==> config.mk <==
export PLATFORM = sky130hd
export DESIGN_NAME = srms_back
export DESIGN_NICKNAME = d
export VERILOG_FILES = /design/src/rtl/srms_pkg.sv /design/src/rtl/srms_back.sv
export VERILOG_INCLUDE_DIRS = /design/src /design/src/rtl
export SDC_FILE = /design/constraint.sdc
export NUM_CORES = 2
export LEC_CHECK = 0
export ABC_AREA = 1
export BUFFER_PORTS_ARGS = -buffer_cell sky130_fd_sc_hd__buf_2
export CORE_AREA = 3 3 358 360
export DETAILED_ROUTE_END_ITERATION = 16
export DIE_AREA = 0 0 361 363
export SLEW_MARGIN = 10
export SYNTH_ARGS = -nofsm -noshare
export SYNTH_HDL_FRONTEND = slang
export SYNTH_SLANG_ARGS = --single-unit
==> constraint.sdc <==
create_clock -name clock -period 11.95 [get_ports clock]
set_input_delay 1.7925 -clock clock [delete_from_list [all_inputs] [get_ports clock]]
set_output_delay 1.7925 -clock clock [all_outputs]
set_load 0.01 [all_outputs]
==> src/rtl/assert_macros.svh <==
// assertion macros shared by the rtl modules
`ifndef ASSERT_MACROS_SVH
`define ASSERT_MACROS_SVH
`ifndef SYNTH
`define SRMS_ASSERT(lbl, clk, rst, prop) \
   lbl: assert property (@(posedge clk) disable iff (rst) prop) \
      else $error("srms assertion failed");
`define SRMS_ASSERT_ALWAYS(lbl, clk, prop) \
   lbl: assert property (@(posedge clk) prop) \
      else $error("srms assertion failed");
`else
`define SRMS_ASSERT(lbl, clk, rst, prop)
`define SRMS_ASSERT_ALWAYS(lbl, clk, prop)
`endif
`endif

==> src/rtl/srms_pkg.sv <==
// shared types, widths and constants of the stereo rms level meter
package srms_pkg;

   localparam int SAMPLE_W   = 16;
   localparam int GAIN_W     = 16;
   localparam int SMOOTH_W   = 17;
   localparam int BLEN_W     = 11;
   localparam int CSR_IDX_W  = 2;
   localparam int CSR_DATA_W = 17;
   localparam int PROD_W     = 32;
   localparam int SCALED_W   = 18;
   localparam int SQ_W       = 36;
   localparam int LEVEL_W    = 18;
   localparam int COUNT_W    = 32;

   localparam int MAX_BLOCK_SAMPLES_DEF = 1024;

   localparam logic [GAIN_W-1:0]   GAIN_RESET   = 16'd4096;
   localparam logic [SMOOTH_W-1:0] SMOOTH_RESET = 17'd52429;
   localparam logic [BLEN_W-1:0]   BLEN_RESET   = 11'd256;
   localparam logic [SMOOTH_W-1:0] SMOOTH_UNITY = 17'd65536;

   localparam logic [PROD_W-1:0] SCALE_ROUND = 32'd4096;
   localparam int SCALE_SHIFT = 13;
   localparam int BLEND_ROUND = 32768;
   localparam int BLEND_SHIFT = 16;
   localparam logic [LEVEL_W-1:0] LEVEL_MAX = '1;

   typedef enum logic [CSR_IDX_W-1:0] {
      CSR_GAIN         = 2'd0,
      CSR_SMOOTHING    = 2'd1,
      CSR_BLOCK_LENGTH = 2'd2
   } csr_index_type;

   typedef struct packed {
      logic signed [SAMPLE_W-1:0] left_sample;
      logic signed [SAMPLE_W-1:0] right_sample;
   } req_word_type;

   typedef struct packed {
      logic [LEVEL_W-1:0] block_rms;
      logic [LEVEL_W-1:0] smoothed_level;
      logic [COUNT_W-1:0] blocks_done;
   } rsp_word_type;

   typedef enum logic [2:0] {
      BK_IDLE,
      BK_DIV,
      BK_ROOT,
      BK_ROUND,
      BK_MIX,
      BK_BLEND,
      BK_HOLD
   } bk_state_type;

   typedef struct packed {
      logic load_div;
      logic step_div;
      logic load_root;
      logic step_root;
      logic round_root;
      logic mix;
      logic blend;
      logic load_out;
   } bk_ctrl_type;

endpackage

==> src/rtl/srms_back.sv <==
// back stage: mean by long division, rounded square root, smoothing and result register
`include "assert_macros.svh"
module srms_back #(
   parameter  int MAX_BLOCK_SAMPLES = srms_pkg::MAX_BLOCK_SAMPLES_DEF,
   localparam int CNT_W = $clog2(MAX_BLOCK_SAMPLES + 1),
   localparam int SUM_W = srms_pkg::SQ_W + $clog2(2 * MAX_BLOCK_SAMPLES)
) (
   input  logic                          clock,
   input  logic                          reset,
   input  logic                          start,
   input  logic [SUM_W-1:0]              block_sum,
   input  logic [CNT_W-1:0]              block_pairs,
   input  logic [srms_pkg::SMOOTH_W-1:0] smoothing,
   output logic                          done,
   output logic                          rsp_valid,
   input  logic                          rsp_stall,
   output srms_pkg::rsp_word_type        rsp_word
);
   import srms_pkg::*;

   localparam int NUM_W   = SUM_W + 1;
   localparam int DEN_W   = CNT_W + 1;
   localparam int DCNT_W  = $clog2(NUM_W);
   localparam int MIX_W   = SMOOTH_W + LEVEL_W;
   localparam int BLVL_W  = MIX_W - BLEND_SHIFT + 1;

   bk_state_type state_ff, state_in;
   bk_ctrl_type  ctrl;
   logic         out_free;

   logic [NUM_W-1:0]  num_ff, num_in;
   logic [DEN_W-1:0]  den_ff, den_in;
   logic [DEN_W-1:0]  rem_ff, rem_in;
   logic [SQ_W-1:0]   quot_ff, quot_in;
   logic [DCNT_W-1:0] dcnt_ff, dcnt_in;
   logic [DEN_W:0]    shifted;
   logic              div_ge;

   logic [SQ_W-1:0]   rrem_ff, rrem_in;
   logic [SQ_W-1:0]   rres_ff, rres_in;
   logic [SQ_W-1:0]   rbit_ff, rbit_in;
   logic [SQ_W:0]     trial;
   logic              take;

   logic [LEVEL_W:0]   rnd_sum;
   logic [LEVEL_W-1:0] rms_ff, rms_in;
   logic [SMOOTH_W-1:0] alpha;
   logic [MIX_W-1:0]   pa_ff, pa_in;
   logic [MIX_W-1:0]   pb_ff, pb_in;
   logic [MIX_W:0]     blend_sum;
   logic [BLVL_W-1:0]  blend_lvl;
   logic [LEVEL_W-1:0] lvl_new_ff, lvl_new_in;
   logic [LEVEL_W-1:0] level_ff;
   logic [COUNT_W-1:0] count_ff, count_next;
   logic               rsp_valid_ff, rsp_valid_in;
   rsp_word_type       rsp_word_ff;

   assign out_free = !rsp_valid_ff || !rsp_stall;

   // next state
   always_comb begin
      state_in = state_ff;
      case (state_ff)
         BK_IDLE:  if (start) state_in = BK_DIV;
         BK_DIV:   if (dcnt_ff == '0) state_in = BK_ROOT;
         BK_ROOT:  if (rbit_ff[0]) state_in = BK_ROUND;
         BK_ROUND: state_in = BK_MIX;
         BK_MIX:   state_in = BK_BLEND;
         BK_BLEND: state_in = BK_HOLD;
         BK_HOLD:  if (out_free) state_in = BK_IDLE;
         default:  state_in = BK_IDLE;
      endcase
   end

   // control decode
   always_comb begin
      ctrl = '0;
      case (state_ff)
         BK_IDLE:  ctrl.load_div = start;
         BK_DIV: begin
            ctrl.step_div  = 1'b1;
            ctrl.load_root = (dcnt_ff == '0);
         end
         BK_ROOT:  ctrl.step_root  = 1'b1;
         BK_ROUND: ctrl.round_root = 1'b1;
         BK_MIX:   ctrl.mix        = 1'b1;
         BK_BLEND: ctrl.blend      = 1'b1;
         BK_HOLD:  ctrl.load_out   = out_free;
         default:  ctrl = '0;
      endcase
   end

   // restoring division, one quotient bit a cycle
   always_comb begin
      shifted = {rem_ff, num_ff[NUM_W-1]};
      div_ge  = (shifted >= {1'b0, den_ff});
      num_in  = num_ff;
      den_in  = den_ff;
      rem_in  = rem_ff;
      quot_in = quot_ff;
      dcnt_in = dcnt_ff;
      if (ctrl.load_div) begin
         // (sum + n) / (2n) rounds the mean to nearest
         num_in  = NUM_W'(block_sum) + NUM_W'(block_pairs);
         den_in  = {block_pairs, 1'b0};
         rem_in  = '0;
         quot_in = '0;
         dcnt_in = DCNT_W'(NUM_W - 1);
      end else if (ctrl.step_div) begin
         num_in  = {num_ff[NUM_W-2:0], 1'b0};
         rem_in  = div_ge ? DEN_W'(shifted - {1'b0, den_ff}) : shifted[DEN_W-1:0];
         // the mean never exceeds one square, so upper quotient bits are zero
         quot_in = {quot_ff[SQ_W-2:0], div_ge};
         dcnt_in = dcnt_ff - 1'b1;
      end
   end

   // digit by digit square root, one result bit a cycle
   always_comb begin
      trial   = (SQ_W+1)'(rres_ff) + (SQ_W+1)'(rbit_ff);
      take    = ({1'b0, rrem_ff} >= trial);
      rrem_in = rrem_ff;
      rres_in = rres_ff;
      rbit_in = rbit_ff;
      if (ctrl.load_root) begin
         rrem_in = quot_in;
         rres_in = '0;
         rbit_in = SQ_W'(1) << (SQ_W - 2);
      end else if (ctrl.step_root) begin
         rrem_in = take ? SQ_W'({1'b0, rrem_ff} - trial) : rrem_ff;
         rres_in = take ? ((rres_ff >> 1) + rbit_ff) : (rres_ff >> 1);
         rbit_in = rbit_ff >> 2;
      end
   end

   always_comb begin
      rnd_sum = (LEVEL_W+1)'(rres_ff) + {{LEVEL_W{1'b0}}, (rrem_ff > rres_ff)};
      rms_in  = rnd_sum[LEVEL_W] ? LEVEL_MAX : rnd_sum[LEVEL_W-1:0];
      // weights above one hold the level
      alpha   = (smoothing > SMOOTH_UNITY) ? SMOOTH_UNITY : smoothing;
      pa_in   = MIX_W'(alpha) * MIX_W'(level_ff);
      pb_in   = MIX_W'(SMOOTH_UNITY - alpha) * MIX_W'(rms_ff);
      blend_sum = (MIX_W+1)'(pa_ff) + (MIX_W+1)'(pb_ff) + (MIX_W+1)'(BLEND_ROUND);
      blend_lvl = blend_sum[MIX_W:BLEND_SHIFT];
      lvl_new_in = (|blend_lvl[BLVL_W-1:LEVEL_W]) ? LEVEL_MAX : blend_lvl[LEVEL_W-1:0];
      count_next = count_ff + 1'b1;
      rsp_valid_in = rsp_valid_ff;
      if (ctrl.load_out) begin
         rsp_valid_in = 1'b1;
      end else if (!rsp_stall) begin
         rsp_valid_in = 1'b0;
      end
   end

   always_ff @(posedge clock) begin
      if (reset) begin
         state_ff     <= BK_IDLE;
         rsp_valid_ff <= 1'b0;
         level_ff     <= '0;
         count_ff     <= '0;
      end else begin
         state_ff     <= state_in;
         rsp_valid_ff <= rsp_valid_in;
         if (ctrl.load_out) begin
            level_ff <= lvl_new_ff;
            count_ff <= count_next;
         end
      end
   end

   always_ff @(posedge clock) begin
      num_ff  <= num_in;
      den_ff  <= den_in;
      rem_ff  <= rem_in;
      quot_ff <= quot_in;
      dcnt_ff <= dcnt_in;
      rrem_ff <= rrem_in;
      rres_ff <= rres_in;
      rbit_ff <= rbit_in;
      if (ctrl.round_root) begin
         rms_ff <= rms_in;
      end
      if (ctrl.mix) begin
         pa_ff <= pa_in;
         pb_ff <= pb_in;
      end
      if (ctrl.blend) begin
         lvl_new_ff <= lvl_new_in;
      end
      if (ctrl.load_out) begin
         rsp_word_ff.block_rms      <= rms_ff;
         rsp_word_ff.smoothed_level <= lvl_new_ff;
         rsp_word_ff.blocks_done    <= count_next;
      end
   end

   assign done      = ctrl.load_out;
   assign rsp_valid = rsp_valid_ff;
   assign rsp_word  = rsp_word_ff;

   `SRMS_ASSERT(a_start_when_idle, clock, reset, start |-> (state_ff == BK_IDLE))
   `SRMS_ASSERT(a_rem_below_divisor, clock, reset, (state_ff == BK_DIV) |-> (rem_ff < den_ff))
   `SRMS_ASSERT(a_load_gives_word, clock, reset, ctrl.load_out |=> rsp_valid_ff)
   `SRMS_ASSERT_ALWAYS(a_reset_clears, clock, reset |=> (!rsp_valid_ff && state_ff == BK_IDLE))

endmodule

==> impl_metrics.yaml <==
run_status:
  outcome: "completed"
worst_setup_path:
  reg2reg_depth: 21
  crit_fanout: 21
  critPathRequiredTime_ps: 12340
  r2r-end: "pb_ff[31]"
  worstReg2RegStart: "rms_ff[16]"
  crit_type: "in -> reg"
  critPathMaxStageDelay_ps: 950
  crit_end: "pb_ff[34]"
  cp.arrival_ps: 9940
  slowest_stage: "o21ai_2"
  worstSetupStartpoint: "smoothing[16]"
  cp-end-kind: "flip-flop"
  rrSetupSlack_ps: 5080
  critPathLaunchType: "input pin"
global_routing:
  use_met2_pct: 35.96
  grtUsageTotal_pct: 21.16
  grt_pass1_vias: 39800
  grtUsageMet1_pct: 27.82
  grt_max_degree: 87
  grt.busiest_layer: "met2"
  antenna_found_initial: 8
  overflow: 0
  grtUsageMet3_pct: 3.527
  grt_pass1_wl_um: 220800
logic_synthesis:
  ys_seq_area_share_pct: 23.80
  syn-instance-count: 5981
  synth-edff-count: 269
  synth_area_um2: 47570
  synthArstFlopShare_pct: 0
  synth-main-ff-cell: "edfxtp_1"
  yosys-top-cells-count: "nand2_1, inv_1, fa_1, nor2_1, ha_1"
  synth-seq-cells: 431
  synth_area_leader_cell: "fa_1"
  avgSynthCellArea_um2: 7.954
  yosys.area.top_type_share_pct: 20.96
  synthDistinctLibCells: 67
  synth_area_leaders: "fa_1, edfxtp_1, ha_1"
  ys.warnings.count: 0
  synthMostInstantiatedCell: "nand2_1"
job:
  drv_cap: 0
pwr:
  powerDensity_nw_per_um2: 322.5
  total_power_uw: 16730
  ir_drop_v: 0.0008647
  leakagePower_uw: 0.02569
die:
  fp.coreArea_um2: 125400
  rows: 130
  die_area_um2: 131000
  die_x_um: 361
  start_util_pct: 37.93
  die_h_um: 363
  io_pins: 149
detailed_routing:
  drc: 0
  first_iter_violations: 2737
  wire_per_inst_um: 17.89
  ant_nets: 0
  viasPerCell: 5.095
  route.final.wire_length_um: 138600
  num_vias: 39490
  dr.pass1.iters: 6
finish:
  fin_nets: 7069
  drive_gt1_share_pct: 6.148
  antenna_cells: 0
  area_delta_synth_final_pct: 9.011
  n_fill_cell: 12840
cts:
  post_cts_buffers: 0
  cts-root-buf: "clkbuf_16"
  clk_path_buf_depth: 3
  cts_resized: 0
  path_clk_slew_ps: 60
  clk_latency_ps: 660
  numCtsBuffers: 52
  htree_levels: 2
  hold_buffers: 0
  cts_tree: "yes"
  clock-sinks: 431
sta:
  slew_headroom_pct: 18.13
  rsz0062_at_grt: "false"
  hold_viol: 0
  finClkSkew_ps: 23.34
  tightest_slew_ps: 1228
  finalSetupViolCount: 0
  holdWs_ps: 445.8
  min_period_ps: 9550
  finalCritPeriodShare_pct: 79.92
  setup_tns_ps: 0
  drv_slew: 0
  fmax_mhz: 104.7
  worst_slack_ps: 2400
min_path:
  hold_path.class: "reg -> reg"
  hold_start: "lvl_new_ff[10]"
place:
  gp_congestion: 0.9125
  dp_worst_setup_slack_ps: 1834
  port_buffers: 148
  dp_hpwl_um: 110600
## cell type report
class / instances / area (um^2) / area share (%)
Multi-Input combinational cell: 4246 / 31350 / 60.44
Sequential cell: 431 / 11320 / 21.83
Inverter: 1140 / 4284 / 8.261
Tap cell: 1650 / 2064 / 3.981
Clock buffer: 61 / 1335 / 2.574
Timing Repair Buffer: 185 / 1018 / 1.964
Clock inverter: 37 / 490.5 / 0.9458
## sequential cells by signal (all words and copies together) (netlist names)
signal / count
count_ff: 32
dcnt_ff: 6
den_ff: 11
level_ff: 18
lvl_new_ff: 18
num_ff: 48
pa_ff: 35
pb_ff: 35
quot_ff: 36
rbit_ff: 18
rem_ff: 12
rms_ff: 18
rrem_ff: 36
rres_ff: 36
rsp_valid: 1
rsp_word: 68
state_ff: 3
## critical path: cells and delay by family
kind            cells  cell delay (ps)
compound gates      4             1750
fa+ha+maj           7             3280
buf+inv             5              970
simple gates       13             2120
## stage by stage
| step | area, um^2 | std cells | utilization (%) |
|---|---|---|---|
| after CTS | 51860 | 7750 | 41.35 |
| after global placement | 50030 | 7652 | 39.90 |
| after floorplan | 47630 | 5997 | - |
| final | 51860 | 7750 | 41.35 |
| after detailed placement | 50030 | 7652 | 39.90 |
| after global routing | 51860 | 7750 | 41.35 |
## cell usage in the layout, fill, tap and decap left out, drive strengths merged, types with 20 or more instances in the layout
cell,synthesis,layout
a21o,20,20
a21oi,331,331
a31oi,22,22
buf,59,185
clkbuf,121,61
clkinv,8,25
dfxtp,162,162
edfxtp,269,269
fa,498,498
ha,436,436
inv,1132,1136
nand2,1381,1381
nand3,241,241
nand4,56,56
nor2,498,498
nor3,64,64
nor4,26,26
o21ai,280,280
xnor2,75,75
xor2,173,173
## routing by layer
| layer | part of all wire [%] | routed length (um) |
|---|---|---|
| met4 | 2.8 | 3913 |
| met2 | 47 | 65580 |
| met5 | 0.073 | 101 |
| met1 | 44 | 60400 |
| met3 | 6.2 | 8626 |
## worst min path at each step
stage,to,slack [ps],depth (start not counted)
floorplan,rsp_word[32],420,0
global placement,quot_ff[33],430,2
detailed placement,rsp_word[42],440,0
CTS,rsp_word[42],440,0
global route,rsp_word[42],470,0
finish,rsp_word[42],450,0
## logic make-up after synthesis
family,count (synthesis),synth area share (%)
XOR/XNOR,248,4.597
adder cells (fa/ha/maj),934,32.42
flip-flops,431,23.80
AO/OA/AOI/OAI,743,8.551
buffers and inverters,1320,10.56
AND/OR/NAND/NOR,2303,20.06
other,2,0.01579
## power breakdown
part	switching, uW	internal, uW
clock	724	990
combinational	7650	4480
sequential	313	2570
Power figures use the tool's default switching activity.
