$ cat config.mk
export PLATFORM = sky130hd
export DESIGN_NAME = srms_lane
export DESIGN_NICKNAME = d
export VERILOG_FILES = /design/src/rtl/assert_macros.svh /design/src/rtl/srms_pkg.sv /design/src/rtl/srms_lane.sv
export SDC_FILE = /design/constraint.sdc
export NUM_CORES = 1
export LEC_CHECK = 0
export ABC_AREA = 0
export BUFFER_PORTS_ARGS = -buffer_cell sky130_fd_sc_hd__buf_2
export CORE_AREA = 2 2 266 268
export DETAILED_ROUTE_END_ITERATION = 8
export DIE_AREA = 0 0 268 270
export PLACE_DENSITY = 0.47
export SYNTH_ARGS = -nofsm -noshare
export SYNTH_HDL_FRONTEND = slang
export SYNTH_SLANG_ARGS = --single-unit
$ cat constraint.sdc
create_clock -name clock -period 6.8 [get_ports clock]
set_input_delay 0.34 -clock clock [delete_from_list [all_inputs] [get_ports clock]]
set_output_delay 0.34 -clock clock [all_outputs]
set_load 0.03 [all_outputs]
$ cat src/rtl/assert_macros.svh
// assertion macros shared by the rtl modules
`ifndef ASSERT_MACROS_SVH
`define ASSERT_MACROS_SVH
`ifndef SYNTH
`define SRMS_ASSERT(lbl, clk, rst, prop) \
   lbl: assert property (@(posedge clk) disable iff (rst) prop) \
      else $error("srms assertion failed");
`define SRMS_ASSERT_ALWAYS(lbl, clk, prop) \
   lbl: assert property (@(posedge clk) prop) \
      else $error("srms assertion failed");
`else
`define SRMS_ASSERT(lbl, clk, rst, prop)
`define SRMS_ASSERT_ALWAYS(lbl, clk, prop)
`endif
`endif

$ cat src/rtl/srms_pkg.sv
// shared types, widths and constants of the stereo rms level meter
package srms_pkg;

   localparam int SAMPLE_W   = 16;
   localparam int GAIN_W     = 16;
   localparam int SMOOTH_W   = 17;
   localparam int BLEN_W     = 11;
   localparam int CSR_IDX_W  = 2;
   localparam int CSR_DATA_W = 17;
   localparam int PROD_W     = 32;
   localparam int SCALED_W   = 18;
   localparam int SQ_W       = 36;
   localparam int LEVEL_W    = 18;
   localparam int COUNT_W    = 32;

   localparam int MAX_BLOCK_SAMPLES_DEF = 1024;

   localparam logic [GAIN_W-1:0]   GAIN_RESET   = 16'd4096;
   localparam logic [SMOOTH_W-1:0] SMOOTH_RESET = 17'd52429;
   localparam logic [BLEN_W-1:0]   BLEN_RESET   = 11'd256;
   localparam logic [SMOOTH_W-1:0] SMOOTH_UNITY = 17'd65536;

   localparam logic [PROD_W-1:0] SCALE_ROUND = 32'd4096;
   localparam int SCALE_SHIFT = 13;
   localparam int BLEND_ROUND = 32768;
   localparam int BLEND_SHIFT = 16;
   localparam logic [LEVEL_W-1:0] LEVEL_MAX = '1;

   typedef enum logic [CSR_IDX_W-1:0] {
      CSR_GAIN         = 2'd0,
      CSR_SMOOTHING    = 2'd1,
      CSR_BLOCK_LENGTH = 2'd2
   } csr_index_type;

   typedef struct packed {
      logic signed [SAMPLE_W-1:0] left_sample;
      logic signed [SAMPLE_W-1:0] right_sample;
   } req_word_type;

   typedef struct packed {
      logic [LEVEL_W-1:0] block_rms;
      logic [LEVEL_W-1:0] smoothed_level;
      logic [COUNT_W-1:0] blocks_done;
   } rsp_word_type;

   typedef enum logic [2:0] {
      BK_IDLE,
      BK_DIV,
      BK_ROOT,
      BK_ROUND,
      BK_MIX,
      BK_BLEND,
      BK_HOLD
   } bk_state_type;

   typedef struct packed {
      logic load_div;
      logic step_div;
      logic load_root;
      logic step_root;
      logic round_root;
      logic mix;
      logic blend;
      logic load_out;
   } bk_ctrl_type;

endpackage

$ cat src/rtl/srms_lane.sv
// one channel lane: magnitude, gain, rounding to q3.15 and squaring
module srms_lane (
   input  logic                                clock,
   input  logic signed [srms_pkg::SAMPLE_W-1:0] sample,
   input  logic [srms_pkg::GAIN_W-1:0]          gain,
   output logic [srms_pkg::SQ_W-1:0]            square
);
   import srms_pkg::*;

   logic [SAMPLE_W-1:0] mag;
   logic [PROD_W-1:0]   prod_ff;
   logic [PROD_W-1:0]   prod_in;
   logic [PROD_W-1:0]   rounded;
   logic [SCALED_W-1:0] scaled;
   logic [SQ_W-1:0]     sq_ff;
   logic [SQ_W-1:0]     sq_in;

   always_comb begin
      // full scale negative maps to 0x8000, which is right as unsigned
      mag     = sample[SAMPLE_W-1] ? (~$unsigned(sample) + 1'b1) : $unsigned(sample);
      prod_in = PROD_W'(mag) * PROD_W'(gain);
      rounded = prod_ff + SCALE_ROUND;
      scaled  = rounded[SCALE_SHIFT +: SCALED_W];
      sq_in   = SQ_W'(scaled) * SQ_W'(scaled);
   end

   always_ff @(posedge clock) begin
      prod_ff <= prod_in;
      sq_ff   <= sq_in;
   end

   assign square = sq_ff;

endmodule

==> results of run 1 <==
-- synth_stat cells (8+ instances only) --
master	number	area, µm²
a21o_1	18	135
a21oi_1	36	180
and2_1	114	713
and3_1	8	50.1
clkbuf_1	46	173
dfxtp_1	54	1080
fa_1	409	8190
ha_1	209	2620
inv_1	557	2090
nand2_1	250	938
nand2b_1	8	50.1
nand3_1	14	70.1
nand4_1	10	62.6
nor2_1	109	409
nor2b_1	14	87.6
nor3_1	19	95.1
o21a_1	13	97.6
o21ai_0	26	130
xnor2_1	56	490
xor2_1	22	193
-- cells by family after synthesis --
family	Yosys count	synth area share, %
adder cells (fa/ha/maj)	618	58.2
buffers and inverters	611	12.4
AND/OR/NAND/NOR	567	14.3
AO/OA/AOI/OAI	143	5.16
XOR/XNOR	79	3.83
flip-flops	54	5.83
multiplexers	4	0.223
other	1	0.0202
-- cell type report --
class                   instances  share of cell area, %
multi-input cells            1412                   69.1
repair buffers                348                   11.1
inverters                     563                   9.21
well taps                     940                   5.10
flip-flops and latches         54                   4.72
clock buffers                   6                  0.559
clock inverters                 2                  0.163
-- state kept, by name, summed over array words and instances, names as in the netlist --
register / cells
prod_ff: 19
square: 35
-- timing repair --
action | CTS | global route
gates cloned | 1 | 0
pin swaps | 40 | 70
resized for setup | 69 | 108
endpoints found under the hold margin | 0 | 0
setup endpoints to repair | 21 | 30
buffers inserted | 19 | 20
-- worst paths after layout --
| path | start | to | slack (ns) | depth (start not counted) |
|---|---|---|---|---|
| setup / recovery | sample[3] | prod_ff[30] | 0.01 | 28 |
| hold / removal | gain[15] | prod_ff[30] | 0.75 | 5 |
| setup reg to reg | prod_ff[15] | square[34] | 0.01 | 28 |
| hold reg to reg | prod_ff[13] | square[0] | 0.82 | 2 |
-- metrics by stage --
step	instances	hold WS, ns	utilization, %	setup TNS [ns]	setup WS [ns]
detailed placement	3277	0.775	31.4	-8.76	-0.569
global placement	3277	0.777	31.4	-6.80	-0.462
global route	3325	0.800	33.1	-3.51	-0.321
CTS	3305	0.730	32.3	-0.0185	-0.00994
finish	3325	0.751	33.1	0	0.0131
floorplan	2077	0.547	-	-0.519	-0.187
-- worst max-delay path, cell delays in order --
cell      delay, ns
buf_6          0.09
or4_4          0.52
or2_4          0.27
or3_4          0.41
o41ai_4        0.24
xnor2_1        0.18
buf_4          0.18
buf_4          0.12
nand2_2        0.05
fa_1           0.50
fa_1           0.50
inv_1          0.05
fa_1           0.49
inv_1          0.05
fa_1           0.45
fa_1           0.48
fa_1           0.48
inv_1          0.06
ha_4           0.21
a21o_1         0.17
a21oi_1        0.12
nor2_1         0.06
nor2_2         0.13
nor2b_1        0.07
a21oi_2        0.19
nand3_2        0.12
a2111o_1       0.38
o211ai_1       0.10
-- metal layers --
metal	vias up	track usage, %	part of all wire (%)
met5	-	0	0
met4	0	2.54	1.3
met3	26	0.894	2.3
met2	148	23.7	50
met1	6876	17.5	46
li1	6756	-	-
==> summary.txt, run 1 <==
Run status
  – Run status: completed

GRT
  – Global-route wire length before repair: 77.6 mm
  – Largest net degree at the start of global routing: 17
  – Grt ovf: 0
  – Total Routing Usage GR: 13.3%
  – Vias in the first global route: between 15000 and 20000
  – Initial antenna violation count: 0

Floorplan
  – I/O pins: 69
  – Initial Utilization: 26.7%
  – Die Span X: roughly 270 µm
  – Rows: a little under 100
  – Core area: about 0.070 mm²
  – Die area: 0.0724 mm²
  – Die Y: 270 µm

Clocking
  – CTS H-tree depth: 2
  – CTS Buffer Depth: 2
  – Root buf cell: clkbuf_16
  – Worst-path clk slew: 0.09 ns
  – Worst skew pair latency: 0.33 ns
  – CTS buffer count: 5
  – Clk sinks: 54
  – CTS tree: built
  – CTS Hold Buffers Added: 0

Synthesis
  – Mapped Cells: 2077
  – Netlist Area Pre-Place: 0.0185 mm²
  – Warnings, synthesis: 0
  – Netlist cell types: 60
  – FFs w/ async S/R, synth: 0%
  – Syn nets: 2728
  – Post-synth EDFFs: 0
  – Synth Flop Type: dfxtp_1
  – Seq cells post-synth: 54
  – Register area share after synthesis: 5.83%
  – Syn_area_per_cell: 8.93 µm²

Finish
  – Diodes inserted: 0
  – Reg area: 0.00109 mm²
  – Share of cells above drive strength 1: 21.7%
  – Commonest cells after routing, fill and taps aside: 542 x inv_1, 394 x fa_1, 266 x buf_4
  – Total Nets Final: 3035
  – Fillers: 7226
  – Final std cell area, no fill: approximately 0.023 mm²
  – Multi-input gate area: 0.0159 mm²
  – Area Growth Syn to Fin: 24.2%
  – Most common cell after layout, fill and taps aside: inv_1

Route
  – Iteration-0 DRC Markers: 465
  – DRC: 0
  – Vias: 13800
  – Vias per cell: between 4 and 5
  – Post-Route WL: around 46 mm
  – Wire per inst: 13.9 µm
  – Drt first pass iters: 5
  – Antenna Nets Post-Route: 0

Placed design
  – Gpl congestion: 0.844
  – Placed instance area: 0.0218 mm²
  – IO Port Bufs: 67
  – Detailed placer's ending HPWL: 40.1 mm

Timing
  – Final setup viols: 0
  – Least-Margin Pin Slew: 0.834 ns
  – Final hold viol count: 0
  – RSZ-0062 raised after global routing: yes
  – Fmax: 147 MHz
  – Final min period: 6.79 ns
  – Slew Limit Fails: 0
  – Final period util: 99.8%
  – Layout Skew: between 0.015 and 0.02 ns
  – Slew headroom: around 44%

Setup path
  – CP max FO: 4
  – Critical path type: input pin to flip-flop
  – Critical Path Start Type: input pin
  – Critical Path End Type: flip-flop
  – WP data arrival: between 7 and 8 ns
  – Critical Path RT: 7.05 ns

Worst hold path
  – Hold Path Class: input pin to flip-flop

Job
  – Max-Cap Viols: 0
Power of run 1 is not shown: default switching activity piles up to over one toggle a cycle in this logic, so the estimate is an artifact.
==> run 2: changes to the inputs <==
- PLACE_DENSITY: 0.47 -> 0.46
- clock period: 6.8 -> 8.5 ns (I/O delays scaled with it)
==> run 2 against run 1 <==
Final area shrank 12%. Critical path depth fell by 1. Core utilization down 3.9 points. Setup slack better by 0.82 ns. Sequential share of layout area is 0.60 points higher. Worst hold slack improved by 0.052 ns. Flip-flop and latch count stayed put. Critical endpoint is now square[32]. Largest cell class unchanged.
==> summary.txt, run 2 (synthesized netlist as in run 1, its figures left out) <==
Run status
  – Run status: completed

Job
  – Max-Cap Viols: 0

Finish
  – Area Growth Syn to Fin: 9.67%
  – Multi-input gate area: 0.0152 mm²
  – Finished Layout Cells: just over 3000
  – Share of cells above drive strength 1: under 10%
  – Final core occ: 29.2%
  – Fillers: 7451
  – Total Nets Final: between 2000 and 3000
  – Most common cell after layout, fill and taps aside: inv_1
  – Max FFs per register: 35
  – Commonest cells after routing, fill and taps aside: 557 x inv_1, 409 x fa_1, 250 x nand2_1
  – Diodes inserted: 0
  – Reg area: 0.00108 mm²

Clocking
  – CTS H-tree depth: 2
  – Worst-path clk slew: around 0.080 ns
  – CTS Buffer Depth: 2
  – CTS tree: built
  – CTS Hold Buffers Added: 0
  – CTS buffer count: 5
  – Root buf cell: clkbuf_16
  – # resized after CTS: 0
  – Clk sinks: 54
  – Postcts setup bufs: 0
  – Worst skew pair latency: 0.32 ns

Placed design
  – IO Port Bufs: 67
  – Gpl congestion: between 0.8 and 0.9
  – Detailed placer's ending HPWL: 38.5 mm
  – Placed Cells: 3075

Floorplan
  – I/O pins: 69
  – Die Span X: about 270 µm
  – Die area: ~0.072 mm²
  – Die Y: around 270 µm
  – Rows: 97
  – Core area: 0.0695 mm²
  – Initial Utilization: a little over a quarter

Setup path
  – Critical Path End Type: flip-flop
  – Critical Path End: square[32]
  – Worst R2R End: square[32]
  – Reg-to-reg slack, setup: just over 0.8 ns
  – Critical Path RT: around 8.7 ns
  – CP max FO: 9
  – Crit Reg-Reg Startpoint: prod_ff[14]
  – Critical path type: flip-flop to flip-flop
  – R2R depth: 27
  – WP data arrival: 7.88 ns
  – Setup crit start: prod_ff[14]
  – Critical Path Start Type: flip-flop

Route
  – Wire per inst: between 10 and 15 µm
  – Antenna Nets Post-Route: 0
  – Iteration-0 DRC Markers: approximately 480
  – Drt first pass iters: 5
  – Post-Route WL: 45.4 mm
  – Vias per cell: 4.27
  – DRC: 0
  – Vias: 13200

Timing
  – Final hold viol count: 0
  – Final Hold Slack: around 0.80 ns
  – RSZ-0062 raised after global routing: no
  – Slew headroom: 21.1%
  – Least-Margin Pin Slew: approximately 1.2 ns
  – Final min period: 7.67 ns
  – Setup TNS: 0 ns
  – Final period util: 90.2%
  – Slew Limit Fails: 0
  – Layout Skew: 0.0117 ns
  – Final setup viols: 0
  – Fmax: 130 MHz

GRT
  – Grt ovf: 0
  – Global-route wire length before repair: 76.9 mm
  – Initial antenna violation count: 0
  – Total Routing Usage GR: 13.2%
  – Vias in the first global route: between 10000 and 15000
  – Largest net degree at the start of global routing: 20

Worst hold path
  – Hold Path Class: input pin to flip-flop
  – Worst hold start: sample[13]
==> run 2: per-stage QoR <==
stage | worst slack, ns | cell area, µm²
2_1_floorplan | 1.21 | 18500
6_report | 0.830 | 20300
3_3_place_gp | 0.750 | 20200
4_1_cts | 0.849 | 20300
5_1_grt | 0.186 | 20300
3_5_place_dp | 0.678 | 20200
==> run 2: worst min path at each step <==
stage             endpoint  slack, ns  cells past startpoint
3_5_place_dp    square[17]       0.86                      1
2_1_floorplan    square[0]       0.55                      1
5_1_grt        prod_ff[30]       0.87                      6
4_1_cts        prod_ff[30]       0.80                      6
3_3_place_gp    square[18]       0.86                      1
6_report       prod_ff[30]       0.80                      6
==> run 2: final cells by class <==
| type | count | share of cell area [%] |
|---|---|---|
| multi-input combinational | 1412 | 74.8 |
| inverter | 563 | 10.4 |
| tap | 940 | 5.78 |
| sequential | 54 | 5.31 |
| timing repair buffer | 106 | 3.09 |
| clock buffer | 6 | 0.634 |
| clock inverter | 1 | 0.0369 |
==> run 2: layer usage <==
layer | wire length [µm] | track usage, %
met1 | 22100 | 18.5
met2 | 21500 | 22.6
met3 | 1380 | 1.07
met4 | 483 | 2.03
met5 | 0 | 0
==> run 2: worst max-delay path, cell delays in order (launching register included) <==
cell and delay [ns]:
dfxtp_1 0.43, and4_1 0.32, nand4_1 0.28, nor2_1 0.21, xnor2_1 0.16, clkinv_1 0.34
nand2_1 0.24, inv_1 0.08, fa_1 0.54, inv_1 0.06, fa_1 0.45, fa_1 0.48
fa_1 0.49, inv_1 0.05, fa_1 0.47, inv_1 0.05, fa_1 0.47, inv_1 0.04
ha_1 0.35, a21oi_1 0.23, o21ai_0 0.17, a311o_1 0.39, a31oi_1 0.35, nor3b_1 0.32
a21oi_1 0.15, a21o_1 0.19, a211oi_1 0.22, nor3_1 0.06
Power of run 2 is left out for the same reason.
==> run 3: changes to the inputs <==
- BUFFER_PORTS_ARGS: -buffer_cell sky130_fd_sc_hd__buf_2 -> unset
- DONT_BUFFER_PORTS: unset -> 1
- PLACE_DENSITY: 0.46 -> 0.45
==> run 3 against run 2 <==
Sequential share of layout area up 0.086 points. Final cell count down 2.2%. Die area unchanged. Critical path depth down 1. Critical path type unchanged.
==> summary.txt, run 3 (synthesized netlist as in run 1, its figures left out) <==
Run status
  – Run status: completed

GRT
  – Grt ovf: 0
  – Vias in the first global route: 14300
  – Initial antenna violation count: 0
  – Total Routing Usage GR: 13.2%
  – Largest net degree at the start of global routing: 20
  – Global-route wire length before repair: between 70 and 80 mm

Timing
  – RSZ-0062 raised after global routing: no
  – Slew Limit Fails: 0
  – Layout Skew: ~0.0092 ns
  – Final setup viols: 0
  – Setup TNS: 0 ns
  – Least-Margin Pin Slew: about 1.1 ns
  – Final period util: 92.2%
  – Final hold viol count: 0
  – Slew headroom: 23.5%
  – Fmax: about 130 MHz
  – Final min period: 7.84 ns

Finish
  – Most common cell after layout, fill and taps aside: inv_1
  – Area Growth Syn to Fin: 7.91%
  – Share of cells above drive strength 1: 2.94%
  – Reg area: 0.00108 mm²
  – Total Nets Final: around 2700
  – Diodes inserted: 0
  – Multi-input gate area: 0.0152 mm²
  – Fillers: between 7000 and 8000
  – Commonest cells after routing, fill and taps aside: 557 x inv_1, 409 x fa_1, 250 x nand2_1
  – Max FFs per register: 35

Clocking
  – CTS H-tree depth: 2
  – CTS tree: built
  – Clk sinks: 54
  – Worst-path clk slew: 0.08 ns
  – CTS buffer count: 5
  – Root buf cell: clkbuf_16
  – # resized after CTS: 0
  – Worst skew pair latency: 0.32 ns
  – Postcts setup bufs: 0
  – CTS Buffer Depth: 2
  – CTS Hold Buffers Added: 0

Route
  – Wire per inst: about 15 µm
  – DRC: 0
  – Drt first pass iters: 5
  – Vias per cell: ~4.2
  – Iteration-0 DRC Markers: ~560
  – Post-Route WL: 45.4 mm
  – Vias: 12800
  – Antenna Nets Post-Route: 0

Floorplan
  – Initial Utilization: 26.7%
  – I/O pins: between 60 and 70
  – Die area: 0.0724 mm²
  – Die Span X: 268 µm
  – Die Y: 270 µm
  – Rows: 97
  – Core area: 0.0695 mm²

Setup path
  – Critical path type: flip-flop to flip-flop
  – Critical Path End Type: flip-flop
  – Setup crit start: prod_ff[14]
  – Slowest CP cell: fa_1
  – Crit path max-delay family: adder cells
  – Buf+Inv Stages, Crit Path: 6
  – Crit Reg-Reg Startpoint: prod_ff[14]
  – Max stage delay on crit path: 0.55 ns
  – Critical Path Start Type: flip-flop
  – Critical Path RT: 8.75 ns
  – CP max FO: 11
  – WP data arrival: 8.09 ns

Worst hold path
  – Hold Path Class: input pin to flip-flop
  – Worst hold start: gain[15]

Job
  – Max-Cap Viols: 0

Placed design
  – IO Port Bufs: 0
  – Detailed placer's ending HPWL: 38.7 mm
  – Gpl congestion: 0.823
[run 3: cell types whose count changed in the layout (fill, tap and decap cells not counted), sizes merged]
cell	previous run	this run
buf	106	38
clkbuf	6	5
clkinv	5	6
clkinvlp	1	0
inv	558	559
[run 3: path summary, 6_finish.rpt]
| check | to | slack (ns) | cells past startpoint |
|---|---|---|---|
| worst max-delay path | square[35] | 0.66 | 26 |
| worst min-delay path | prod_ff[30] | 0.54 | 4 |
| worst max register to register | square[35] | 0.66 | 26 |
| worst min register to register | square[2] | 0.92 | 3 |
[run 3: layout make-up]
class,count,share of cell area (%)
clock inverter,2,0.0688
inverter,563,10.6
timing repair buffer,38,1.43
tap,940,5.88
sequential,54,5.40
clock buffer,5,0.625
multi-input combinational,1412,76.0
[run 3: layer usage]
layer	up-vias	wire length, µm	part of all wire (%)	GRT usage [%]
met3	31	1620	3.6	1.54
met2	188	20900	46	21.9
met4	0	640	1.4	2.46
met5	-	0	0	0
met1	6437	22300	49	18.5
li1	6141	-	-	-
[run 3: worst register-to-register path: cells and delay by family, from the launching register on]
kind | cells | cell delay, ns
adders and majority gates | 7 | 3.38
AOI/OAI and AO/OA | 9 | 2.25
and+or+nand+nor | 3 | 0.80
buffers and inverters | 6 | 0.68
DFF | 1 | 0.43
xor gates and xnor gates | 1 | 0.25
[run 3: stage by stage]
step                hold WS, ns  area, µm²  std cells  setup slack, ns  util, %
floorplan                 0.547      18500       2077             1.21        -
global placement          0.801      19900       3007            0.786     28.6
detailed placement        0.801      19900       3007            0.615     28.6
CTS                       0.517      20000       3014            0.597     28.8
global route              0.558      20000       3014           0.0734     28.8
finish                    0.542      20000       3014            0.660     28.8
Power of run 3 is left out for the same reason.
