## config.mk

```make
export PLATFORM = sky130hd
export DESIGN_NAME = srms_accum
export DESIGN_NICKNAME = d
export VERILOG_FILES = /design/src/rtl/srms_pkg.sv /design/src/rtl/srms_accum.sv
export VERILOG_INCLUDE_DIRS = /design/src /design/src/rtl
export SDC_FILE = /design/constraint.sdc
export NUM_CORES = 1
export LEC_CHECK = 0
export BUFFER_PORTS_ARGS = -buffer_cell sky130_fd_sc_hd__buf_2
export CORE_MARGIN = 5
export CORE_UTILIZATION = 40
export CTS_CLUSTER_DIAMETER = 80
export CTS_CLUSTER_SIZE = 14
export DETAILED_ROUTE_END_ITERATION = 10
export GPL_ROUTABILITY_DRIVEN = 0
export SLEW_MARGIN = 25
export SYNTH_ARGS = -nofsm -noshare
export SYNTH_HDL_FRONTEND = slang
export SYNTH_SLANG_ARGS = --single-unit
```

## constraint.sdc

```tcl
create_clock -name clock -period 9.5 [get_ports clock]
set_clock_uncertainty 0.05 [all_clocks]
set_input_delay 1.9 -clock clock [delete_from_list [all_inputs] [get_ports clock]]
set_output_delay 1.9 -clock clock [all_outputs]
set_load 0.02 [all_outputs]
```

## src/rtl/assert_macros.svh

```systemverilog
// assertion macros shared by the rtl modules
`ifndef ASSERT_MACROS_SVH
`define ASSERT_MACROS_SVH
`ifndef SYNTH
`define SRMS_ASSERT(lbl, clk, rst, prop) \
   lbl: assert property (@(posedge clk) disable iff (rst) prop) \
      else $error("srms assertion failed");
`define SRMS_ASSERT_ALWAYS(lbl, clk, prop) \
   lbl: assert property (@(posedge clk) prop) \
      else $error("srms assertion failed");
`else
`define SRMS_ASSERT(lbl, clk, rst, prop)
`define SRMS_ASSERT_ALWAYS(lbl, clk, prop)
`endif
`endif

```

## src/rtl/srms_pkg.sv

```systemverilog
// shared types, widths and constants of the stereo rms level meter
package srms_pkg;

   localparam int SAMPLE_W   = 16;
   localparam int GAIN_W     = 16;
   localparam int SMOOTH_W   = 17;
   localparam int BLEN_W     = 11;
   localparam int CSR_IDX_W  = 2;
   localparam int CSR_DATA_W = 17;
   localparam int PROD_W     = 32;
   localparam int SCALED_W   = 18;
   localparam int SQ_W       = 36;
   localparam int LEVEL_W    = 18;
   localparam int COUNT_W    = 32;

   localparam int MAX_BLOCK_SAMPLES_DEF = 1024;

   localparam logic [GAIN_W-1:0]   GAIN_RESET   = 16'd4096;
   localparam logic [SMOOTH_W-1:0] SMOOTH_RESET = 17'd52429;
   localparam logic [BLEN_W-1:0]   BLEN_RESET   = 11'd256;
   localparam logic [SMOOTH_W-1:0] SMOOTH_UNITY = 17'd65536;

   localparam logic [PROD_W-1:0] SCALE_ROUND = 32'd4096;
   localparam int SCALE_SHIFT = 13;
   localparam int BLEND_ROUND = 32768;
   localparam int BLEND_SHIFT = 16;
   localparam logic [LEVEL_W-1:0] LEVEL_MAX = '1;

   typedef enum logic [CSR_IDX_W-1:0] {
      CSR_GAIN         = 2'd0,
      CSR_SMOOTHING    = 2'd1,
      CSR_BLOCK_LENGTH = 2'd2
   } csr_index_type;

   typedef struct packed {
      logic signed [SAMPLE_W-1:0] left_sample;
      logic signed [SAMPLE_W-1:0] right_sample;
   } req_word_type;

   typedef struct packed {
      logic [LEVEL_W-1:0] block_rms;
      logic [LEVEL_W-1:0] smoothed_level;
      logic [COUNT_W-1:0] blocks_done;
   } rsp_word_type;

   typedef enum logic [2:0] {
      BK_IDLE,
      BK_DIV,
      BK_ROOT,
      BK_ROUND,
      BK_MIX,
      BK_BLEND,
      BK_HOLD
   } bk_state_type;

   typedef struct packed {
      logic load_div;
      logic step_div;
      logic load_root;
      logic step_root;
      logic round_root;
      logic mix;
      logic blend;
      logic load_out;
   } bk_ctrl_type;

endpackage

```

## src/rtl/srms_accum.sv

```systemverilog
// merge stage: pair counting, block end detection and sum of squares
`include "assert_macros.svh"
module srms_accum #(
   parameter  int MAX_BLOCK_SAMPLES = srms_pkg::MAX_BLOCK_SAMPLES_DEF,
   localparam int CNT_W = $clog2(MAX_BLOCK_SAMPLES + 1),
   localparam int SUM_W = srms_pkg::SQ_W + $clog2(2 * MAX_BLOCK_SAMPLES)
) (
   input  logic                            clock,
   input  logic                            reset,
   input  logic                            req_fire,
   input  logic [srms_pkg::BLEN_W-1:0]     block_length,
   input  logic [srms_pkg::SQ_W-1:0]       sq_left,
   input  logic [srms_pkg::SQ_W-1:0]       sq_right,
   input  logic                            back_done,
   output logic                            busy,
   output logic                            start,
   output logic [SUM_W-1:0]                block_sum,
   output logic [CNT_W-1:0]                block_pairs
);
   import srms_pkg::*;

   logic [CNT_W-1:0] len_eff;
   logic [CNT_W-1:0] cnt_next;
   logic             finish;
   logic [SUM_W-1:0] total;

   logic [CNT_W-1:0] pair_cnt_ff, pair_cnt_in;
   logic             busy_ff, busy_in;
   logic             v1_ff, v2_ff;
   logic             last1_ff, last1_in, last2_ff;
   logic             start_ff, start_in;
   logic [SUM_W-1:0] acc_ff, acc_in;
   logic [SUM_W-1:0] sum_ff;
   logic [CNT_W-1:0] n_ff;

   always_comb begin
      if (block_length == '0) begin
         len_eff = CNT_W'(1);
      end else if (int'(block_length) > MAX_BLOCK_SAMPLES) begin
         len_eff = CNT_W'(MAX_BLOCK_SAMPLES);
      end else begin
         len_eff = CNT_W'(block_length);
      end
      cnt_next = pair_cnt_ff + 1'b1;
      // a shortened length that is already reached ends the block on this pair
      finish   = (cnt_next >= len_eff);
      total    = acc_ff + SUM_W'(sq_left) + SUM_W'(sq_right);

      pair_cnt_in = pair_cnt_ff;
      if (req_fire) begin
         pair_cnt_in = finish ? '0 : cnt_next;
      end
      last1_in = req_fire && finish;

      busy_in = busy_ff;
      if (back_done) begin
         busy_in = 1'b0;
      end else if (last1_in) begin
         busy_in = 1'b1;
      end

      acc_in = acc_ff;
      if (v2_ff) begin
         acc_in = last2_ff ? '0 : total;
      end
      start_in = v2_ff && last2_ff;
   end

   always_ff @(posedge clock) begin
      if (reset) begin
         pair_cnt_ff <= '0;
         busy_ff     <= 1'b0;
         v1_ff       <= 1'b0;
         v2_ff       <= 1'b0;
         last1_ff    <= 1'b0;
         last2_ff    <= 1'b0;
         start_ff    <= 1'b0;
         acc_ff      <= '0;
      end else begin
         pair_cnt_ff <= pair_cnt_in;
         busy_ff     <= busy_in;
         v1_ff       <= req_fire;
         v2_ff       <= v1_ff;
         last1_ff    <= last1_in;
         last2_ff    <= last1_ff;
         start_ff    <= start_in;
         acc_ff      <= acc_in;
      end
   end

   always_ff @(posedge clock) begin
      if (last1_in) begin
         n_ff <= cnt_next;
      end
      if (start_in) begin
         sum_ff <= total;
      end
   end

   assign busy        = busy_ff;
   assign start       = start_ff;
   assign block_sum   = sum_ff;
   assign block_pairs = n_ff;

   `SRMS_ASSERT(a_start_while_busy, clock, reset, start_ff |-> busy_ff)
   `SRMS_ASSERT(a_acc_cleared_at_start, clock, reset, start_ff |-> (acc_ff == '0))
   `SRMS_ASSERT(a_last_pair_sets_busy, clock, reset, (req_fire && finish) |=> busy_ff)

endmodule

```

==> run_results.csv, run 1 <==
group,metric,value,unit
setup_path,ff2ff_path_depth,11,
setup_path,arrival,5.07,ns
power_and_ir_drop,p_sw_share,30.3,%
route,drc,0,
yosys,synthTopCellsByArea,"edfxtp_1 23%, dfxtp_1 17%, fa_1 9.8%",
die,die-area,21700,um2
clock_network,cts_setup_buffers,0,
global_route,grt_first_pass_wirelength,31200,um
setup_path,cp.required,9.61,ns
setup_path,rr_endpoint,"block_sum[32]",
die,ioPinCount,147,
global_route,grt_max_degree,52,
min_path,hp-start,"v1_ff",
clock_network,cts-root-buf,"clkbuf_16",
die,row_count,50,
route,wl,19100,um
finish,nets,1048,
timing,tightest_slew,0.815,ns
timing,slew_headroom,45.6,%
place,place_hpwl,14300,um
power_and_ir_drop,p_int,0.00125,W
global_route,antenna_found_initial,1,
timing,setup_viol,0,
timing,finalCritPeriodShare,52.2,%
clock_network,cts_hold_repair.buffers,0,
global_route,grt.overflow.total,0,
yosys,synthFlopType,"dfxtp_1",
yosys,yosysSeqAreaShare,40.1,%
power_and_ir_drop,power.leakage,3.87,nW
finish,final_cells,1123,
finish,design_area,9110,um2
setup_path,critical_path.max_fanout,15,
global_route,grt_pass1_vias,6014,
setup_path,cp-end-kind,"register",
run,cap_viol_max_count,0,
yosys,syn_area,7530,um2
min_path,hold_end,"v2_ff",
yosys,synthMuxAreaShare,0.133,%
clock_network,clock_sinks,122,
clock_network,htree_levels,4,
power_and_ir_drop,netSwitchingPower,0.000542,W
global_route,grt_use_total,17.8,%
route,viasPerCell,5.40,
clock_network,cts_tree,"yes",
yosys,synth_top_family_by_area,"compound AO/OA/AOI/OAI gates",
timing,rsz0062_at_grt,"no",
yosys,ys.warnings.count,0,
yosys,synth-compound-area-share,18.0,%
clock_network,clock_path_buffers,2,
place,port_buffers,146,
yosys,syn_inst,737,
yosys,synth_cell_type_count,66,
clock_network,numCtsBuffers,17,
yosys,synthArstFlopShare,0,%
yosys,synth_top_area_cell,"edfxtp_1",
yosys,ys_ff_latch,122,
setup_path,start_kind,"input port",
yosys,synth_edf_count,58,
timing,holdWs,0.387,ns
yosys,yosys.area_share.simple,14.3,%
route,wl_per_cell,17.0,um
power_and_ir_drop,powerDensity,196,nW/um2
setup_path,path_class,"input port to register",
power_and_ir_drop,peakVddDrop,116,uV
timing,period_needed,4.96,ns
place,placed_area,8470,um2
yosys,syn_nets,909,
finish,area_growth,21.0,%
die,start_util,40.4,%
yosys,avgSynthCellArea,10.2,um2
route,vias,6060,
place,dp.cells,1091,
timing,hold_viol_final,0,
die,die_x,147,um
finish,n_antenna_cell,0,
timing,tns,0,ns
power_and_ir_drop,power_frac_clock,38.5,%
min_path,hp-class,"register to register",
setup_path,reg2reg_setup_slack,5.84,ns
clock_network,cts.repair.resized,0,
min_path,whs_path_depth,1,
clock_network,insertion_delay,0.41,ns
route,first_pass_iters,5,
power_and_ir_drop,seqPwrFrac,33.7,%
clock_network,clk_pin_slew,0.06,ns
timing,final-max-slew-violation-count,0,
route,drtIter0Drc,333,
power_and_ir_drop,combPwrFrac,27.8,%
die,dieHeight,147,um
die,core-area,18600,um2
yosys,synth_adder_area_share,17.8,%
finish,drive_above_1_share,22.2,%
yosys,synth-xor-area-share,7.09,%
yosys,synth_top_cell_area_share,23.1,%
route,ant_nets,0,
setup_path,timing.rr.start,"acc_ff[3]",
status,status,"complete, no violations",
timing,fmax,0.202,GHz
==> through the flow <==
step	total power, W	worst slack, ns	utilization, %
floorplan	0.000978	4.72	-
global placement	0.00110	4.14	45.4
detailed placement	0.00110	4.15	45.4
CTS	0.00180	4.57	48.9
global route	0.00188	4.34	48.9
finish	0.00179	4.54	48.9
==> sequential cells by signal, indices dropped and copies added (netlist names), 11 cells and up <==
signal,flops
acc_ff,47
block_pairs,11
block_sum,47
pair_cnt_ff,11
==> worst max-delay path by stage <==
stage	from	end	cells after the start
CTS	sq_left[3]	block_sum[32]	12
finish	sq_left[1]	block_sum[45]	13
global placement	sq_left[1]	block_sum[41]	13
floorplan	sq_left[1]	acc_ff[21]	12
global route	sq_left[3]	block_sum[32]	12
detailed placement	sq_left[1]	block_sum[41]	13
==> metal layers <==
| metal | track usage, % | vias up | part of all wire, % |
|---|---|---|---|
| met2 | 27.4 | 177 | 44 |
| met3 | 4.19 | 20 | 6.4 |
| met1 | 25.2 | 2877 | 48 |
| li1 | - | 2984 | - |
| met5 | 0 | - | 0.037 |
| met4 | 4.99 | 2 | 1.3 |
==> power groups by stage <==
stage	combinational (W)	clock, W	sequential, W
final	0.000497	0.000689	0.000603
after global routing	0.000555	0.000725	0.000605
after CTS	0.000495	0.000702	0.000603
after detailed placement	0.000491	0	0.000614
after global placement	0.000490	0	0.000614
after floorplan	0.000367	0	0.000611
==> synthesized netlist by cell type, types with 3 or more instances <==
cell / count
a21oi_1: 52
dfxtp_1: 64
o21ai_0: 20
and4_1: 4
buf_2: 4
nor2b_1: 7
nand4_1: 13
o21a_1: 9
nand2_1: 61
or3_1: 6
inv_1: 14
edfxtp_1: 58
a22oi_1: 25
nand2_2: 3
xnor2_1: 31
clkbuf_1: 23
xor2_1: 30
a22o_1: 4
fa_1: 37
o2111ai_1: 3
nor2_1: 74
o21ai_1: 3
nor3_1: 13
nand2b_1: 4
and2_1: 4
o221ai_1: 5
a21o_1: 20
and3_1: 13
nand3_1: 16
o21bai_1: 4
a211oi_1: 6
a31oi_1: 9
nand3b_1: 3
o31ai_1: 4
ha_1: 48
==> cells in the final DEF (no fill, tap or decap), types with 5 or more instances in the layout <==
master	count
buf_2	146
nor2_1	72
dfxtp_1	64
nand2_1	61
edfxtp_1	58
a21oi_1	52
ha_1	48
fa_1	37
xnor2_1	31
xor2_1	30
a22oi_1	25
clkbuf_16	21
a21o_1	20
o21ai_0	20
nand3_1	16
inv_1	13
nor3_1	13
and3_1	13
nand4_1	13
o21a_1	9
a31oi_1	9
nor2b_1	7
or3_1	6
a211oi_1	6
o221ai_1	5
clkbuf_8	5
buf_4	5
==> worst max-delay path, cell delays in order <==
cell	delay [ns]
buf_2	0.11
fa_1	0.53
ha_1	0.20
fa_1	0.23
a21o_1	0.15
nand4_1	0.17
a211oi_1	0.53
o2111ai_1	0.27
a21o_1	0.24
a31o_2	0.22
nand2_2	0.23
nand3_1	0.13
xnor2_1	0.14
==> cells by family (layout without fill, tap and decap cells) <==
group,after synthesis,count (layout)
flip-flops,122,122
AND/OR/NAND/NOR,228,228
buffers and inverters,47,199
XOR/XNOR,61,61
multiplexers,1,1
adder cells (fa/ha/maj),85,85
AO/OA/AOI/OAI,193,193
==> area by class of cell <==
| class | count | area (um2) |
|---|---|---|
| Fill cell | 1766 | 9530 |
| Multi-Input combinational cell | 568 | 4320 |
| Sequential cell | 122 | 3020 |
| Timing Repair Buffer | 151 | 768 |
| Clock buffer | 29 | 606 |
| Tap cell | 234 | 293 |
| Inverter | 16 | 60.1 |
| Clock inverter | 3 | 41.3 |
Note: power is estimated with default switching activity, not from simulation.
==> run 2: changes to the inputs <==
clock period = 5 ns   (was 9.5 ns; I/O delays follow)
==> run_results.csv, run 2 (synthesis gave the netlist of run 1 again) <==
group,metric,value,unit
timing,fmax,0.243,GHz
timing,hold_viol_final,0,
route,first_pass_iters,5,
route,wl,19300,um
clock_network,cts.repair.resized,0,
power_and_ir_drop,power.leakage,3.84,nW
timing,setup_ws,0.888,ns
die,dieHeight,147,um
setup_path,critical_path.max_fanout,5,
die,core-area,18600,um2
timing,slew_headroom,43.3,%
clock_network,clk_pin_slew,0.06,ns
finish,seq_area,3020,um2
setup_path,crit_chain,"buf_2 > fa_1 > ha_1 > o21ai_0 > o21bai_1 > nand4_1 > a21boi_2 > a21oi_1 > o31ai_1 > a21oi_1 > o21a_1 > xnor2_1",
clock_network,insertion_delay,0.41,ns
finish,final_cells,1124,
timing,finalCritPeriodShare,82.2,%
finish,layout_common_cells,"146 x buf_2, 72 x nor2_1, 64 x dfxtp_1",
setup_path,start_kind,"input port",
setup_path,path_common_cell,"a21oi_1",
global_route,grt_max_degree,40,
die,ioPinCount,147,
clock_network,clock_path_buffers,2,
timing,tns,0,ns
route,drtIter0Drc,295,
power_and_ir_drop,power.total,0.00332,W
route,vias,6078,
clock_network,cts_hold_repair.buffers,0,
clock_network,cts_tree,"yes",
power_and_ir_drop,peakVddDrop,252,uV
status,status,"complete, no violations",
route,drc,0,
timing,rsz0062_at_grt,"no",
die,die_x,147,um
min_path,hp-class,"register to register",
finish,area_growth,20.4,%
setup_path,cp-end-kind,"register",
finish,nets,1049,
run,cap_viol_max_count,0,
timing,tightest_slew,0.849,ns
place,dp.cells,1092,
timing,period_needed,4.11,ns
route,ant_nets,0,
finish,mostFrequentLayoutCell,"buf_2",
global_route,grt_first_pass_wirelength,31500,um
setup_path,cp.required,5.11,ns
setup_path,arrival,4.22,ns
finish,fillers,1786,
setup_path,cp_top_family,"compound AO/OA/AOI/OAI gates",
clock_network,cts_setup_buffers,0,
die,die-area,21700,um2
timing,setup_viol,0,
clock_network,numCtsBuffers,17,
global_route,grt.overflow.total,0,
global_route,grt_pass1_vias,6150,
setup_path,critPathSlowestCell,"o31ai_1",
finish,multi_input_area,4320,um2
setup_path,path_class,"input port to register",
global_route,antenna_found_initial,1,
route,wl_per_cell,17.1,um
die,start_util,40.4,%
clock_network,clock_sinks,122,
route,viasPerCell,5.41,
setup_path,reg2reg_setup_slack,1.28,ns
place,post-place-ws,0.556,ns
place,port_buffers,146,
die,row_count,50,
clock_network,cts-root-buf,"clkbuf_16",
finish,drive_above_1_share,22.5,%
global_route,grt_use_total,18.1,%
power_and_ir_drop,powerDensity,366,nW/um2
clock_network,htree_levels,4,
setup_path,crit_path_max_incr_delay,0.60,ns
place,place_hpwl,14400,um
finish,n_antenna_cell,0,
timing,final-max-slew-violation-count,0,
setup_path,crit_buf_inv,1,
-- run 2: cell types whose count changed in the layout (fill, tap and decap cells not counted), moves of 2 or more --
cell,before,now
clkinvlp_4,0,3
clkbuf_8,5,3
clkinv_4,0,2
clkbuf_1,3,1
clkinv_2,1,4
clkbuf_16,21,17
-- run 2: routing by layer --
metal	vias up	global-route usage [%]	wire, um
met5	-	0	7
li1	2987	-	-
met2	157	27.8	8550
met1	2908	25.0	9120
met3	24	5.06	1230
met4	2	5.17	364
-- run 2: area by class of cell --
class,instances,area share [%]
tap,234,3.23
clock inverter,11,1.32
timing repair buffer,152,8.56
clock buffer,21,5.19
sequential,122,33.3
inverter,16,0.662
multi-input combinational,568,47.7
-- run 2: path summary, 6_finish.rpt --
| path | start | end | depth (start not counted) |
|---|---|---|---|
| setup / recovery | sq_left[3] | block_sum[32] | 12 |
| setup reg to reg | acc_ff[3] | block_sum[32] | 11 |
| hold / removal | last1_ff | last2_ff | 1 |
| hold reg to reg | last1_ff | last2_ff | 1 |
-- run 2: power by group --
| part | total, W | switching (W) | internal [W] |
|---|---|---|---|
| Combinational | 0.000948 | 0.000568 | 0.000380 |
| Clock | 0.00122 | 0.000453 | 0.000770 |
| Sequential | 0.00115 | 0.0000263 | 0.00112 |
| Total | 0.00332 | 0.00105 | 0.00227 |
-- run 2: worst register-to-register path, cell delays in order, from the launching register on --
cell and delay (ns):
dfxtp_1 0.35, fa_1 0.44, ha_1 0.36, o21ai_0 0.10
o21bai_1 0.22, nand4_1 0.16, a21boi_2 0.34, a21oi_1 0.18
o31ai_1 0.60, a21oi_1 0.27, o21a_1 0.27, xnor2_1 0.12
-- run 2: stage by stage --
stage,area (um2),hold slack [ns],util (%)
after floorplan,7530,0.364,-
after global placement,8470,0.366,45.4
after detailed placement,8470,0.372,45.4
after CTS,9060,0.383,48.6
after global routing,9070,0.405,48.6
final,9070,0.386,48.6
==> run 3: changes to the inputs <==
ABC_AREA = 1   (was unset)
clock period = 4.2 ns   (was 5 ns; I/O delays follow)
==> run_results.csv, run 3 <==
group,metric,value,unit
yosys,synthArstFlopShare,0,%
finish,final_cells,1655,
clock_network,cts.repair.resized,0,
setup_path,arrival,3.48,ns
timing,setup_ws,0.843,ns
finish,n_antenna_cell,0,
die,ioPinCount,147,
power_and_ir_drop,peakVddDrop,223,uV
yosys,synth-xor-area-share,2.87,%
power_and_ir_drop,powerDensity,402,nW/um2
yosys,synth_common_cells,"428 x nand2_1, 190 x inv_1, 85 x a21oi_1",
clock_network,cts_hold_repair.buffers,0,
global_route,grt_first_pass_wirelength,37800,um
timing,rsz0062_at_grt,"no",
timing,final-max-slew-violation-count,0,
yosys,synth_top_cell_area_share,19.9,%
route,first_pass_iters,8,
clock_network,htree_levels,4,
place,port_buffers,146,
yosys,avgSynthCellArea,7.23,um2
place,placed_area,9810,um2
timing,slew_headroom,40.5,%
clock_network,cts-root-buf,"clkbuf_16",
setup_path,path_class,"input port to register",
clock_network,numCtsBuffers,17,
clock_network,clock_path_buffers,2,
finish,drive_above_1_share,16.1,%
clock_network,cts_setup_buffers,0,
finish,nets,1534,
setup_path,critical_path.max_fanout,5,
die,row_count,54,
timing,tns,0,ns
route,viasPerCell,4.77,
finish,design_area,10400,um2
setup_path,cp-end-kind,"register",
finish,area_growth,19.0,%
yosys,yosysSeqAreaShare,34.5,%
die,die-area,25000,um2
run,cap_viol_max_count,0,
clock_network,cts_tree,"yes",
place,place_hpwl,18800,um
yosys,synth_adder_area_share,15.3,%
yosys,ys_ff_latch,122,
global_route,antenna_found_initial,0,
yosys,synth_top_area_cell,"edfxtp_1",
route,wl_per_cell,14.4,um
global_route,grt_use_total,19.2,%
clock_network,clock_sinks,122,
global_route,grt_max_degree,49,
yosys,synth-compound-area-share,6.03,%
global_route,grt_util_met2,31.8,%
place,dp.cells,1623,
yosys,syn_inst,1211,
yosys,post-synth-top-count-cell,"nand2_1",
yosys,yosys.area_share.simple,32.2,%
global_route,grt_pass1_vias,7597,
route,wl,23800,um
yosys,syn_area,8760,um2
route,drc,0,
status,status,"complete, no violations",
yosys,synth_top_family_by_area,"simple AND/OR/NAND/NOR gates",
global_route,grt.overflow.total,0,
global_route,grtUsageMet3,4.18,%
die,die_x,158,um
setup_path,cp.required,4.33,ns
yosys,synthFlopType,"dfxtp_1",
route,drtIter0Drc,481,
timing,hold_viol_final,0,
clock_network,clk_pin_slew,0.06,ns
yosys,synthMuxAreaShare,0,%
yosys,synth_edf_count,58,
timing,finalCritPeriodShare,79.9,%
die,start_util,40.4,%
yosys,syn_nets,1383,
die,core-area,21700,um2
finish,layout_common_cells,"428 x nand2_1, 189 x inv_1, 146 x buf_2",
clock_network,insertion_delay,0.43,ns
timing,tightest_slew,0.892,ns
setup_path,start_kind,"input port",
yosys,synthTopCellsByArea,"edfxtp_1 20%, nand2_1 18%, dfxtp_1 15%",
timing,fmax,0.298,GHz
global_route,top_usage_layer,"met2",
place,post-place-ws,0.414,ns
timing,period_needed,3.36,ns
yosys,synth_cell_type_count,34,
min_path,hp-class,"register to register",
global_route,gr-usage-met1,26.0,%
timing,holdWs,0.362,ns
finish,fillers,2229,
power_and_ir_drop,power.leakage,5.07,nW
route,ant_nets,0,
finish,mostFrequentLayoutCell,"nand2_1",
route,vias,7888,
timing,setup_viol,0,
die,dieHeight,158,um
yosys,ys.warnings.count,0,
## run 3: changes by cell type after synthesis, moves of 10 or more
cell     before  now
and2_1        4   24
a22oi_1      25    0
xnor2_1      31    5
nor2_2        0   11
nand2_1      61  428
nand3_1      16   75
and3_1       13    0
xor2_1       30   20
inv_1        14  190
a21o_1       20    0
a21oi_1      52   85
o21ai_0      20   10
## run 3: metal layers
metal / vias to the layer above / wire length (um)
li1: 4105 / -
met1: 3560 / 10800
met2: 199 / 11100
met3: 24 / 1570
met4: 0 / 255
met5: - / 0
## run 3: metrics by stage
step / util (%) / total power (W)
final: 48.0 / 0.00419
after global routing: 48.0 / 0.00446
after CTS: 48.0 / 0.00423
after detailed placement: 45.2 / 0.00267
after global placement: 45.2 / 0.00266
after floorplan: - / 0.00230
## run 3: final cells by class
| type | count | area [um2] | area share (%) |
|---|---|---|---|
| multi-input cells | 878 | 4950 | 47.5 |
| flip-flops and latches | 122 | 3020 | 29.0 |
| repair buffers | 150 | 761 | 7.30 |
| inverters | 193 | 724 | 6.95 |
| clock buffers | 18 | 439 | 4.22 |
| well taps | 280 | 350 | 3.36 |
| clock inverters | 14 | 173 | 1.66 |
## run 3: worst paths after layout
path	startpoint	to	slack (ns)	cells after the start
max	sq_left[1]	block_sum[23]	0.84	12
min reg2reg	v1_ff	v2_ff	0.36	2
min	v1_ff	v2_ff	0.36	2
max reg2reg	pair_cnt_ff[0]	block_pairs[6]	0.92	12
## run 3: logic make-up after synthesis
kind of cell               Yosys count
xor gates and xnor gates            27
buffers and inverters              211
and+or+nand+nor                    664
adders and majority gates           85
DFF                                122
AOI/OAI and AO/OA                  102
## run 3: critical path: stages
cell and delay [ns]:
buf_2 0.11, fa_1 0.47, ha_1 0.27, fa_1 0.45, nand3_1 0.12, nand3_1 0.19
nand2_1 0.12, nand2_1 0.11, nand2_1 0.08, nand3_1 0.23, or2_2 0.36, and2_1 0.14
## run 3: power breakdown
group,switching [W],internal [W],total [W]
sequential,0.0000237,0.00133,0.00135
combinational,0.000850,0.000445,0.00130
clock,0.000624,0.000915,0.00154
